<file path="config.mk">
export PLATFORM = sky130hd
export DESIGN_NAME = cpu8_alu_register_unit_flat
export DESIGN_NICKNAME = d
export VERILOG_FILES = /design/src/hdl/cpu8_pkg.sv /design/src/hdl/cpu8_op_if.sv /design/src/hdl/cpu8_res_if.sv /design/src/hdl/cpu8_exec.sv /design/src/hdl/cpu8_alu_register_unit.sv /design/src/flat_wrapper.sv
export SDC_FILE = /design/constraint.sdc
export NUM_CORES = 1
export LEC_CHECK = 0
export CORE_MARGIN = 5
export CORE_UTILIZATION = 35
export DETAILED_ROUTE_END_ITERATION = 7
export DONT_BUFFER_PORTS = 1
export GPL_ROUTABILITY_DRIVEN = 0
export HOLD_SLACK_MARGIN = 0.03
export SYNTH_ARGS = -nofsm -noshare
export SYNTH_HDL_FRONTEND = slang
export SYNTH_SLANG_ARGS = --single-unit
</file>
<file path="constraint.sdc">
create_clock -name clk -period 11.5 [get_ports clk]
set_input_delay 1.725 -clock clk [delete_from_list [all_inputs] [get_ports clk]]
set_output_delay 1.725 -clock clk [all_outputs]
set_load 0.01 [all_outputs]
</file>
<file path="src/hdl/cpu8_pkg.sv">
// shared types, command codes and constants of the 8-bit alu and register unit
package cpu8_pkg;

    typedef enum logic [5:0] {
        CMD_LDA = 6'd0,
        CMD_LDX = 6'd1,
        CMD_LDY = 6'd2,
        CMD_STA = 6'd3,
        CMD_STX = 6'd4,
        CMD_STY = 6'd5,
        CMD_TAX = 6'd6,
        CMD_TAY = 6'd7,
        CMD_TXA = 6'd8,
        CMD_TYA = 6'd9,
        CMD_TSX = 6'd10,
        CMD_TXS = 6'd11,
        CMD_NOP = 6'd12,
        CMD_ADC = 6'd13,
        CMD_SBC = 6'd14,
        CMD_INC = 6'd15,
        CMD_DEC = 6'd16,
        CMD_INX = 6'd17,
        CMD_INY = 6'd18,
        CMD_DEX = 6'd19,
        CMD_DEY = 6'd20,
        CMD_ASL = 6'd21,
        CMD_LSR = 6'd22,
        CMD_ROL = 6'd23,
        CMD_ROR = 6'd24,
        CMD_AND = 6'd25,
        CMD_ORA = 6'd26,
        CMD_EOR = 6'd27,
        CMD_BIT = 6'd28,
        CMD_CMP = 6'd29,
        CMD_CPX = 6'd30,
        CMD_CPY = 6'd31,
        CMD_PHA = 6'd32,
        CMD_PLA = 6'd33,
        CMD_PHP = 6'd34,
        CMD_PLP = 6'd35,
        CMD_CLC = 6'd36,
        CMD_SEC = 6'd37,
        CMD_CLI = 6'd38,
        CMD_SEI = 6'd39,
        CMD_CLD = 6'd40,
        CMD_SED = 6'd41,
        CMD_CLV = 6'd42
    } cmd_t;

    typedef enum logic [1:0] {
        STK_NONE = 2'd0,
        STK_PUSH = 2'd1,
        STK_PULL = 2'd2
    } stack_op_t;

    // bit positions in the status byte
    localparam int FLAG_C = 0;
    localparam int FLAG_Z = 1;
    localparam int FLAG_I = 2;
    localparam int FLAG_D = 3;
    localparam int FLAG_V = 6;
    localparam int FLAG_N = 7;

    localparam logic [7:0] PUSH_EXTRA = 8'h30;
    localparam logic [7:0] SP_RESET   = 8'hFD;

    typedef struct packed {
        logic [7:0] a;
        logic [7:0] x;
        logic [7:0] y;
        logic [7:0] p;
        logic [7:0] sp;
    } regs_t;

    typedef struct packed {
        logic [7:0] write_data;
        logic       mem_write;
        logic [1:0] stack_access;
        logic [7:0] stack_offset;
    } bus_req_t;

endpackage

</file>
<file path="src/hdl/cpu8_op_if.sv">
// operation channel: command word with its operand byte
interface cpu8_op_if;
    logic       valid;
    logic       ready;
    logic [5:0] command;
    logic [7:0] operand;
    logic       on_accumulator;

    modport source (output valid, output command, output operand, output on_accumulator,
                    input ready);
    modport sink   (input valid, input command, input operand, input on_accumulator,
                    output ready);
endinterface

</file>
<file path="src/hdl/cpu8_res_if.sv">
// result channel: bus request and register file after each operation
interface cpu8_res_if;
    logic       valid;
    logic       ready;
    logic [7:0] write_data;
    logic       mem_write;
    logic [1:0] stack_access;
    logic [7:0] stack_offset;
    logic [7:0] acc_out;
    logic [7:0] x_out;
    logic [7:0] y_out;
    logic [7:0] flags_out;
    logic [7:0] sp_out;

    modport source (output valid, output write_data, output mem_write, output stack_access,
                    output stack_offset, output acc_out, output x_out, output y_out,
                    output flags_out, output sp_out, input ready);
    modport sink   (input valid, input write_data, input mem_write, input stack_access,
                    input stack_offset, input acc_out, input x_out, input y_out,
                    input flags_out, input sp_out, output ready);
endinterface

</file>
<file path="src/hdl/cpu8_exec.sv">
// single-pass execute logic: next register file and bus request for one command
module cpu8_exec
    import cpu8_pkg::*;
(
    input  regs_t      cur,
    input  logic [5:0] command,
    input  logic [7:0] operand,
    input  logic       on_accumulator,
    output regs_t      nxt,
    output bus_req_t   req
);

    function automatic logic [7:0] with_nz(input logic [7:0] p, input logic [7:0] v);
        logic [7:0] q;
        q         = p;
        q[FLAG_Z] = (v == 8'd0);
        q[FLAG_N] = v[7];
        return q;
    endfunction

    cmd_t       op;
    logic [7:0] add_m;
    logic [8:0] sum9;
    logic [7:0] cmp_reg;
    logic [8:0] diff9;
    logic [7:0] shift_src;
    logic [7:0] shift_res;
    logic       shift_c;
    logic [7:0] mem_inc;
    logic [7:0] mem_dec;

    assign op = cmd_t'(command);

    always_comb
    begin
        // sbc is adc of the inverted operand
        add_m = (op == CMD_SBC) ? ~operand : operand;
        sum9  = {1'b0, cur.a} + {1'b0, add_m} + {8'd0, cur.p[FLAG_C]};

        case (op)
            CMD_CPX: cmp_reg = cur.x;
            CMD_CPY: cmp_reg = cur.y;
            default: cmp_reg = cur.a;
        endcase
        diff9 = {1'b0, cmp_reg} - {1'b0, operand};

        shift_src = on_accumulator ? cur.a : operand;
        case (op)
            CMD_ASL:
            begin
                shift_res = {shift_src[6:0], 1'b0};
                shift_c   = shift_src[7];
            end
            CMD_ROL:
            begin
                shift_res = {shift_src[6:0], cur.p[FLAG_C]};
                shift_c   = shift_src[7];
            end
            CMD_ROR:
            begin
                shift_res = {cur.p[FLAG_C], shift_src[7:1]};
                shift_c   = shift_src[0];
            end
            default:
            begin
                shift_res = {1'b0, shift_src[7:1]};
                shift_c   = shift_src[0];
            end
        endcase

        mem_inc = operand + 8'd1;
        mem_dec = operand - 8'd1;
    end

    always_comb
    begin
        nxt = cur;
        req = '0;
        unique case (op)
            CMD_LDA:
            begin
                nxt.a = operand;
                nxt.p = with_nz(cur.p, operand);
            end
            CMD_LDX:
            begin
                nxt.x = operand;
                nxt.p = with_nz(cur.p, operand);
            end
            CMD_LDY:
            begin
                nxt.y = operand;
                nxt.p = with_nz(cur.p, operand);
            end
            CMD_STA:
            begin
                req.write_data = cur.a;
                req.mem_write  = 1'b1;
            end
            CMD_STX:
            begin
                req.write_data = cur.x;
                req.mem_write  = 1'b1;
            end
            CMD_STY:
            begin
                req.write_data = cur.y;
                req.mem_write  = 1'b1;
            end
            CMD_TAX:
            begin
                nxt.x = cur.a;
                nxt.p = with_nz(cur.p, cur.a);
            end
            CMD_TAY:
            begin
                nxt.y = cur.a;
                nxt.p = with_nz(cur.p, cur.a);
            end
            CMD_TXA:
            begin
                nxt.a = cur.x;
                nxt.p = with_nz(cur.p, cur.x);
            end
            CMD_TYA:
            begin
                nxt.a = cur.y;
                nxt.p = with_nz(cur.p, cur.y);
            end
            CMD_TSX:
            begin
                nxt.x = cur.sp;
                nxt.p = with_nz(cur.p, cur.sp);
            end
            CMD_TXS:
            begin
                nxt.sp = cur.x;
            end
            CMD_ADC, CMD_SBC:
            begin
                nxt.a = sum9[7:0];
                nxt.p = with_nz(cur.p, sum9[7:0]);
                nxt.p[FLAG_C] = sum9[8];
                nxt.p[FLAG_V] = ~(cur.a[7] ^ add_m[7]) & (cur.a[7] ^ sum9[7]);
            end
            CMD_INC:
            begin
                req.write_data = mem_inc;
                req.mem_write  = 1'b1;
                nxt.p          = with_nz(cur.p, mem_inc);
            end
            CMD_DEC:
            begin
                req.write_data = mem_dec;
                req.mem_write  = 1'b1;
                nxt.p          = with_nz(cur.p, mem_dec);
            end
            CMD_INX:
            begin
                nxt.x = cur.x + 8'd1;
                nxt.p = with_nz(cur.p, nxt.x);
            end
            CMD_INY:
            begin
                nxt.y = cur.y + 8'd1;
                nxt.p = with_nz(cur.p, nxt.y);
            end
            CMD_DEX:
            begin
                nxt.x = cur.x - 8'd1;
                nxt.p = with_nz(cur.p, nxt.x);
            end
            CMD_DEY:
            begin
                nxt.y = cur.y - 8'd1;
                nxt.p = with_nz(cur.p, nxt.y);
            end
            CMD_ASL, CMD_LSR, CMD_ROL, CMD_ROR:
            begin
                nxt.p         = with_nz(cur.p, shift_res);
                nxt.p[FLAG_C] = shift_c;
                if (on_accumulator)
                begin
                    nxt.a = shift_res;
                end
                else
                begin
                    req.write_data = shift_res;
                    req.mem_write  = 1'b1;
                end
            end
            CMD_AND:
            begin
                nxt.a = cur.a & operand;
                nxt.p = with_nz(cur.p, nxt.a);
            end
            CMD_ORA:
            begin
                nxt.a = cur.a | operand;
                nxt.p = with_nz(cur.p, nxt.a);
            end
            CMD_EOR:
            begin
                nxt.a = cur.a ^ operand;
                nxt.p = with_nz(cur.p, nxt.a);
            end
            CMD_BIT:
            begin
                nxt.p[FLAG_Z] = ((cur.a & operand) == 8'd0);
                nxt.p[FLAG_V] = operand[6];
                nxt.p[FLAG_N] = operand[7];
            end
            CMD_CMP, CMD_CPX, CMD_CPY:
            begin
                nxt.p         = with_nz(cur.p, diff9[7:0]);
                nxt.p[FLAG_C] = ~diff9[8];
            end
            CMD_PHA, CMD_PHP:
            begin
                req.write_data   = (op == CMD_PHA) ? cur.a : (cur.p | PUSH_EXTRA);
                req.stack_access = STK_PUSH;
                req.stack_offset = cur.sp;
                nxt.sp           = cur.sp - 8'd1;
            end
            CMD_PLA, CMD_PLP:
            begin
                nxt.sp           = cur.sp + 8'd1;
                req.stack_access = STK_PULL;
                req.stack_offset = nxt.sp;
                if (op == CMD_PLA)
                begin
                    nxt.a = operand;
                    nxt.p = with_nz(cur.p, operand);
                end
                else
                begin
                    nxt.p = operand & ~PUSH_EXTRA;
                end
            end
            CMD_CLC: nxt.p[FLAG_C] = 1'b0;
            CMD_SEC: nxt.p[FLAG_C] = 1'b1;
            CMD_CLI: nxt.p[FLAG_I] = 1'b0;
            CMD_SEI: nxt.p[FLAG_I] = 1'b1;
            CMD_CLD: nxt.p[FLAG_D] = 1'b0;
            CMD_SED: nxt.p[FLAG_D] = 1'b1;
            CMD_CLV: nxt.p[FLAG_V] = 1'b0;
            // nop and unassigned codes change nothing
            default: nxt = cur;
        endcase
    end

endmodule

</file>
<file path="src/hdl/cpu8_alu_register_unit.sv">
// top level: input register, execute pass, register file and result register
//
// Execute unit of an 8-bit 6502-style core. Operation words arrive on ops
// (command, operand byte, accumulator-target bit); each produces exactly one
// word on results: the memory or stack write request and A, X, Y, status
// and stack pointer after the operation.
// An accepted word sits in the input register, is executed in a single
// combinational pass against the register file, and is registered in the
// result register, which drives results.valid.
// One word per cycle is sustained while the receiver is ready; the register
// file feeds back to the execute pass, so dependent operations follow back to back.
// Reset clears A, X, Y and status, sets the stack pointer to 0xFD and
// empties both pipeline registers.
// When the receiver stalls, the result register holds and the input
// register still takes one more word; ops.ready drops only when both are
// full, and no word is lost or executed twice.
module cpu8_alu_register_unit
    import cpu8_pkg::*;
(
    input  logic          clk,
    input  logic          rst_n,
    cpu8_op_if.sink       ops,
    cpu8_res_if.source    results
);

    logic       s1_valid_reg;
    logic [5:0] s1_cmd_reg;
    logic [7:0] s1_operand_reg;
    logic       s1_on_acc_reg;

    regs_t      regs_reg;
    regs_t      regs_next;
    bus_req_t   req_next;

    logic       out_valid_reg;
    bus_req_t   out_req_reg;
    regs_t      out_regs_reg;

    logic       s1_adv;
    logic       in_take;

    assign s1_adv    = s1_valid_reg && (!out_valid_reg || results.ready);
    assign ops.ready = !s1_valid_reg || s1_adv;
    assign in_take   = ops.valid && ops.ready;

    cpu8_exec u_exec (
        .cur            (regs_reg),
        .command        (s1_cmd_reg),
        .operand        (s1_operand_reg),
        .on_accumulator (s1_on_acc_reg),
        .nxt            (regs_next),
        .req            (req_next)
    );

    always_ff @(posedge clk or negedge rst_n)
    begin
        if (!rst_n)
        begin
            s1_valid_reg  <= 1'b0;
            out_valid_reg <= 1'b0;
            regs_reg      <= '{a: 8'd0, x: 8'd0, y: 8'd0, p: 8'd0, sp: SP_RESET};
        end
        else
        begin
            if (ops.ready)
            begin
                s1_valid_reg <= ops.valid;
            end
            if (s1_adv)
            begin
                out_valid_reg <= 1'b1;
                regs_reg      <= regs_next;
            end
            else if (results.ready)
            begin
                out_valid_reg <= 1'b0;
            end
        end
    end

    always_ff @(posedge clk)
    begin
        if (in_take)
        begin
            s1_cmd_reg     <= ops.command;
            s1_operand_reg <= ops.operand;
            s1_on_acc_reg  <= ops.on_accumulator;
        end
        if (s1_adv)
        begin
            out_req_reg  <= req_next;
            out_regs_reg <= regs_next;
        end
    end

    assign results.valid        = out_valid_reg;
    assign results.write_data   = out_req_reg.write_data;
    assign results.mem_write    = out_req_reg.mem_write;
    assign results.stack_access = out_req_reg.stack_access;
    assign results.stack_offset = out_req_reg.stack_offset;
    assign results.acc_out      = out_regs_reg.a;
    assign results.x_out        = out_regs_reg.x;
    assign results.y_out        = out_regs_reg.y;
    assign results.flags_out    = out_regs_reg.p;
    assign results.sp_out       = out_regs_reg.sp;

    // a push reports the pointer before its decrement
    assert property (@(posedge clk) disable iff (!rst_n)
        out_valid_reg && out_req_reg.stack_access == STK_PUSH
        |-> out_regs_reg.sp == 8'(out_req_reg.stack_offset - 8'd1))
        else $error("push offset does not match stack pointer");

    // a pull reports the pointer after its increment
    assert property (@(posedge clk) disable iff (!rst_n)
        out_valid_reg && out_req_reg.stack_access == STK_PULL
        |-> out_regs_reg.sp == out_req_reg.stack_offset)
        else $error("pull offset does not match stack pointer");

    // memory write and stack access never share one word
    assert property (@(posedge clk) disable iff (!rst_n)
        out_valid_reg |-> !(out_req_reg.mem_write && out_req_reg.stack_access != STK_NONE))
        else $error("memory write and stack access together");

    // status bits 4 and 5 are never stored
    assert property (@(posedge clk) disable iff (!rst_n)
        regs_reg.p[5:4] == 2'b00)
        else $error("unused status bits set");

    // register file only changes when a word is executed
    assert property (@(posedge clk) disable iff (!rst_n)
        !s1_adv |=> $stable(regs_reg))
        else $error("register file changed without an executed word");

endmodule
</file>
<file path="src/flat_wrapper.sv">
// flat-port wrapper written by rule: the top's interface ports become plain ports
module cpu8_alu_register_unit_flat import cpu8_pkg::*;
  (clk, rst_n, ops_valid, ops_command, ops_operand, ops_on_accumulator, ops_ready, results_valid, results_write_data, results_mem_write, results_stack_access, results_stack_offset, results_acc_out, results_x_out, results_y_out, results_flags_out, results_sp_out, results_ready);
  cpu8_op_if ops_i ();
  cpu8_res_if results_i ();
  input  logic clk;
  input  logic rst_n;
  input wire logic [$bits(ops_i.valid)-1:0] ops_valid;
  input wire logic [$bits(ops_i.command)-1:0] ops_command;
  input wire logic [$bits(ops_i.operand)-1:0] ops_operand;
  input wire logic [$bits(ops_i.on_accumulator)-1:0] ops_on_accumulator;
  output wire logic [$bits(ops_i.ready)-1:0] ops_ready;
  output wire logic [$bits(results_i.valid)-1:0] results_valid;
  output wire logic [$bits(results_i.write_data)-1:0] results_write_data;
  output wire logic [$bits(results_i.mem_write)-1:0] results_mem_write;
  output wire logic [$bits(results_i.stack_access)-1:0] results_stack_access;
  output wire logic [$bits(results_i.stack_offset)-1:0] results_stack_offset;
  output wire logic [$bits(results_i.acc_out)-1:0] results_acc_out;
  output wire logic [$bits(results_i.x_out)-1:0] results_x_out;
  output wire logic [$bits(results_i.y_out)-1:0] results_y_out;
  output wire logic [$bits(results_i.flags_out)-1:0] results_flags_out;
  output wire logic [$bits(results_i.sp_out)-1:0] results_sp_out;
  input wire logic [$bits(results_i.ready)-1:0] results_ready;
  assign ops_i.valid = ops_valid;
  assign ops_i.command = ops_command;
  assign ops_i.operand = ops_operand;
  assign ops_i.on_accumulator = ops_on_accumulator;
  assign ops_ready = ops_i.ready;
  assign results_valid = results_i.valid;
  assign results_write_data = results_i.write_data;
  assign results_mem_write = results_i.mem_write;
  assign results_stack_access = results_i.stack_access;
  assign results_stack_offset = results_i.stack_offset;
  assign results_acc_out = results_i.acc_out;
  assign results_x_out = results_i.x_out;
  assign results_y_out = results_i.y_out;
  assign results_flags_out = results_i.flags_out;
  assign results_sp_out = results_i.sp_out;
  assign results_i.ready = results_ready;
  cpu8_alu_register_unit u_core (.clk(clk), .rst_n(rst_n), .ops(ops_i), .results(results_i));
endmodule
</file>
==> reports/results.tsv <==
metric	value	unit
status	completed	
drive_gt1_share	9.40	%
cts.reportedPaths.clkPinSlew	0.06	ns
hold_depth	1	
yosysMostFrequentCell	nand2_1	
r2r-start	u_core.s1_cmd_reg[1]	
seq_area_frac_synth	35.0	%
yosys-top-cells-count	108 x nand2_1, 106 x nor2_1, 74 x edfxtp_1	
stdcell_area	10200	um^2
fin_ws	6.67	ns
grt_pass1_wl	50.0	mm
syn2layout_area_growth	8.55	%
fin_nets	1090	
syn_nets	1139	
post_cts_resized	0	
skew	0.00952	ns
grt_util_met1	29.7	%
die_area	30100	um^2
use_met2	31.3	%
synth_ff_type	edfxtp_1	
synth_warnings	0	
grt_use_total	21.2	%
hold-path-endpoint	u_core.results.valid	
route.detailed.drc	0	
hold_buffers	0	
cts_max_level	4	
powerDensity	205	nW/um^2
syn_area	9370	um^2
synth_top_area_share	23.7	%
critPathSlowestCell	edfxtp_1	
core	26200	um^2
tightest_slew	1.21	ns
synth_top_area_cell	edfxtp_1	
cp_data_required_time	11.78	ns
rows	59	
hold_class	reg -> reg	
drt_first_iter_violations	1041	
portBuffers	0	
min_from	u_core.s1_valid_reg	
timing.reg2reg.setup_slack	6.67	ns
clk_latency	0.44	ns
r2r-end	u_core.results.flags_out[1]	
worstSetupStartpointType	flop	
viasPerCell	6.31	
crit_fanout	24	
drt.antenna.violating_nets	0	
cts_sinks	116	
ys_types	88	
num_vias	8638	
async_flop_share	36.2	%
grt-ovfl-total	0	
wl_per_cell	23.9	um
holdWs	0.488	ns
ys_seq_elements	116	
finalCritPeriodShare	42.0	%
post-route-min-period	4.83	ns
cts_tree	done	
cts_setup_buffers	0	
setup-tns-final	0	ns
timing.fmax	207	MHz
end_kind	flop	
cts_buffers	17	
syn_area_per_cell	8.77	um^2
grt_max_degree	82	
hpwl	22.5	mm
slew_headroom	18.8	%
ir_worst_vdd	81.2	uV
grt_setup_unrepaired	false	
finalSetupViolCount	0	
largest_reg_flops	40	
rr_worst_depth	12	
synth_edf_count	74	
dr.pass1.iters	7	
drv_slew	0	
grt_pass1_vias	8162	
place_area	9530	um^2
routed_wl	32.7	mm
slowest_delay	0.99	ns
cts_root_buffer	clkbuf_16	
dieWidth	174	um
nFillCells	2594	
top_usage_layer	met2	
synthCells	1068	
num_io_pins	80	
p_leak	0.00378	uW
antenna_found_initial	3	
crit_type	reg -> reg	
crit_arrival	5.12	ns
cp_cell_sequence	nor2b_1 > nand3_1 > xnor2_1 > fa_1 > fa_1 > a21oi_1 > o31ai_1 > o21a_1 > nor3_1 > nor2_1 > or4_1 > a21oi_1	
die_h	174	um
hold_violations	0	
dp_slack	6.83	ns
start_util	35.7	%
cts_max_path_buffers	2	
synth.area.top_cells	edfxtp_1 24%, dfrtp_1 9.4%, ha_1 6.5%	
grt_util_met3	6.04	%
maxCapViolations	0	
-- worst max path at each step --
stage                     depth (start not counted)                  from  slack, ns                     endpoint
after floorplan                                   4         results_ready       7.11    u_core.results.acc_out[0]
after global placement                           12  u_core.s1_cmd_reg[1]       6.95  u_core.results.flags_out[1]
after detailed placement                         12  u_core.s1_cmd_reg[1]       6.83  u_core.results.flags_out[1]
after CTS                                        12  u_core.s1_cmd_reg[1]       6.78  u_core.results.flags_out[1]
after global routing                             12  u_core.s1_cmd_reg[1]       6.46  u_core.results.flags_out[1]
final                                            12  u_core.s1_cmd_reg[1]       6.67  u_core.results.flags_out[1]
-- worst max-delay path: cells and delay by family, from the launching register on --
family | cells | cell delay (ns)
AO/OA/AOI/OAI | 4 | 0.69
adder cells (fa/ha/maj) | 2 | 0.95
XOR/XNOR | 1 | 0.31
AND/OR/NAND/NOR | 5 | 1.73
flip-flops | 1 | 0.99
-- cells in the final DEF (no fill, tap or decap), drive strengths merged, types with 9 or more instances in the layout --
master / synthesis / final
nand2: 109 / 109
and3: 14 / 14
buf: 31 / 12
a21oi: 71 / 71
mux2i: 11 / 11
o21ai: 62 / 62
a22oi: 15 / 15
ha: 49 / 49
nand2b: 15 / 15
a221oi: 13 / 13
o211ai: 14 / 14
nor3: 41 / 41
a222oi: 18 / 18
mux2: 18 / 18
clkbuf: 49 / 23
edfxtp: 74 / 74
dfrtp: 35 / 35
nor2b: 11 / 11
xor2: 22 / 22
a31oi: 10 / 10
a211o: 9 / 9
nor2: 111 / 111
nor4: 14 / 14
xnor2: 30 / 30
inv: 38 / 39
nand3: 36 / 36
nand4: 16 / 16
-- power breakdown --
| part | internal, uW | switching (uW) | total (uW) |
|---|---|---|---|
| combinational | 293 | 398 | 690 |
| sequential | 558 | 248 | 806 |
| clock | 390 | 201 | 591 |
| total | 1240 | 847 | 2090 |
-- layer usage --
metal  vias up  part of all wire, %
met5         -                0.077
met4         4                  3.5
met3        94                   11
met2       546                   43
met1      4084                   42
li1       3910                    -
-- final cells by class --
| type | count | area, um^2 | area share, % |
|---|---|---|---|
| Timing Repair Buffer | 12 | 90.1 | 0.886 |
| Sequential cell | 116 | 3280 | 32.3 |
| Clock buffer | 23 | 458 | 4.50 |
| Multi-Input combinational cell | 834 | 5590 | 55.0 |
| Clock inverter | 9 | 176 | 1.74 |
| Antenna cell | 2 | 5.00 | 0.0492 |
| Tap cell | 335 | 419 | 4.12 |
| Inverter | 38 | 145 | 1.43 |
-- metrics by stage --
stage / utilization, % / total power (uW) / std cells
after detailed placement: 36.4 / 1470 / 1335
final: 38.8 / 2090 / 1369
after global routing: 38.8 / 2200 / 1367
after floorplan: - / 1260 / 1068
after CTS: 38.8 / 2070 / 1367
after global placement: 36.4 / 1470 / 1335
-- kinds of logic (layout without fill, tap and decap cells) --
family	count (synthesis)	count (layout)	synth area share (%)
compound gates	293	293	21.9
xor+xnor	52	52	4.86
fa+ha+maj	52	52	7.19
buf+inv	118	82	5.26
flops	116	116	35.0
mux	31	31	3.82
other cells	0	2	0
simple gates	406	406	21.9
(Power assumes the default switching activity.)
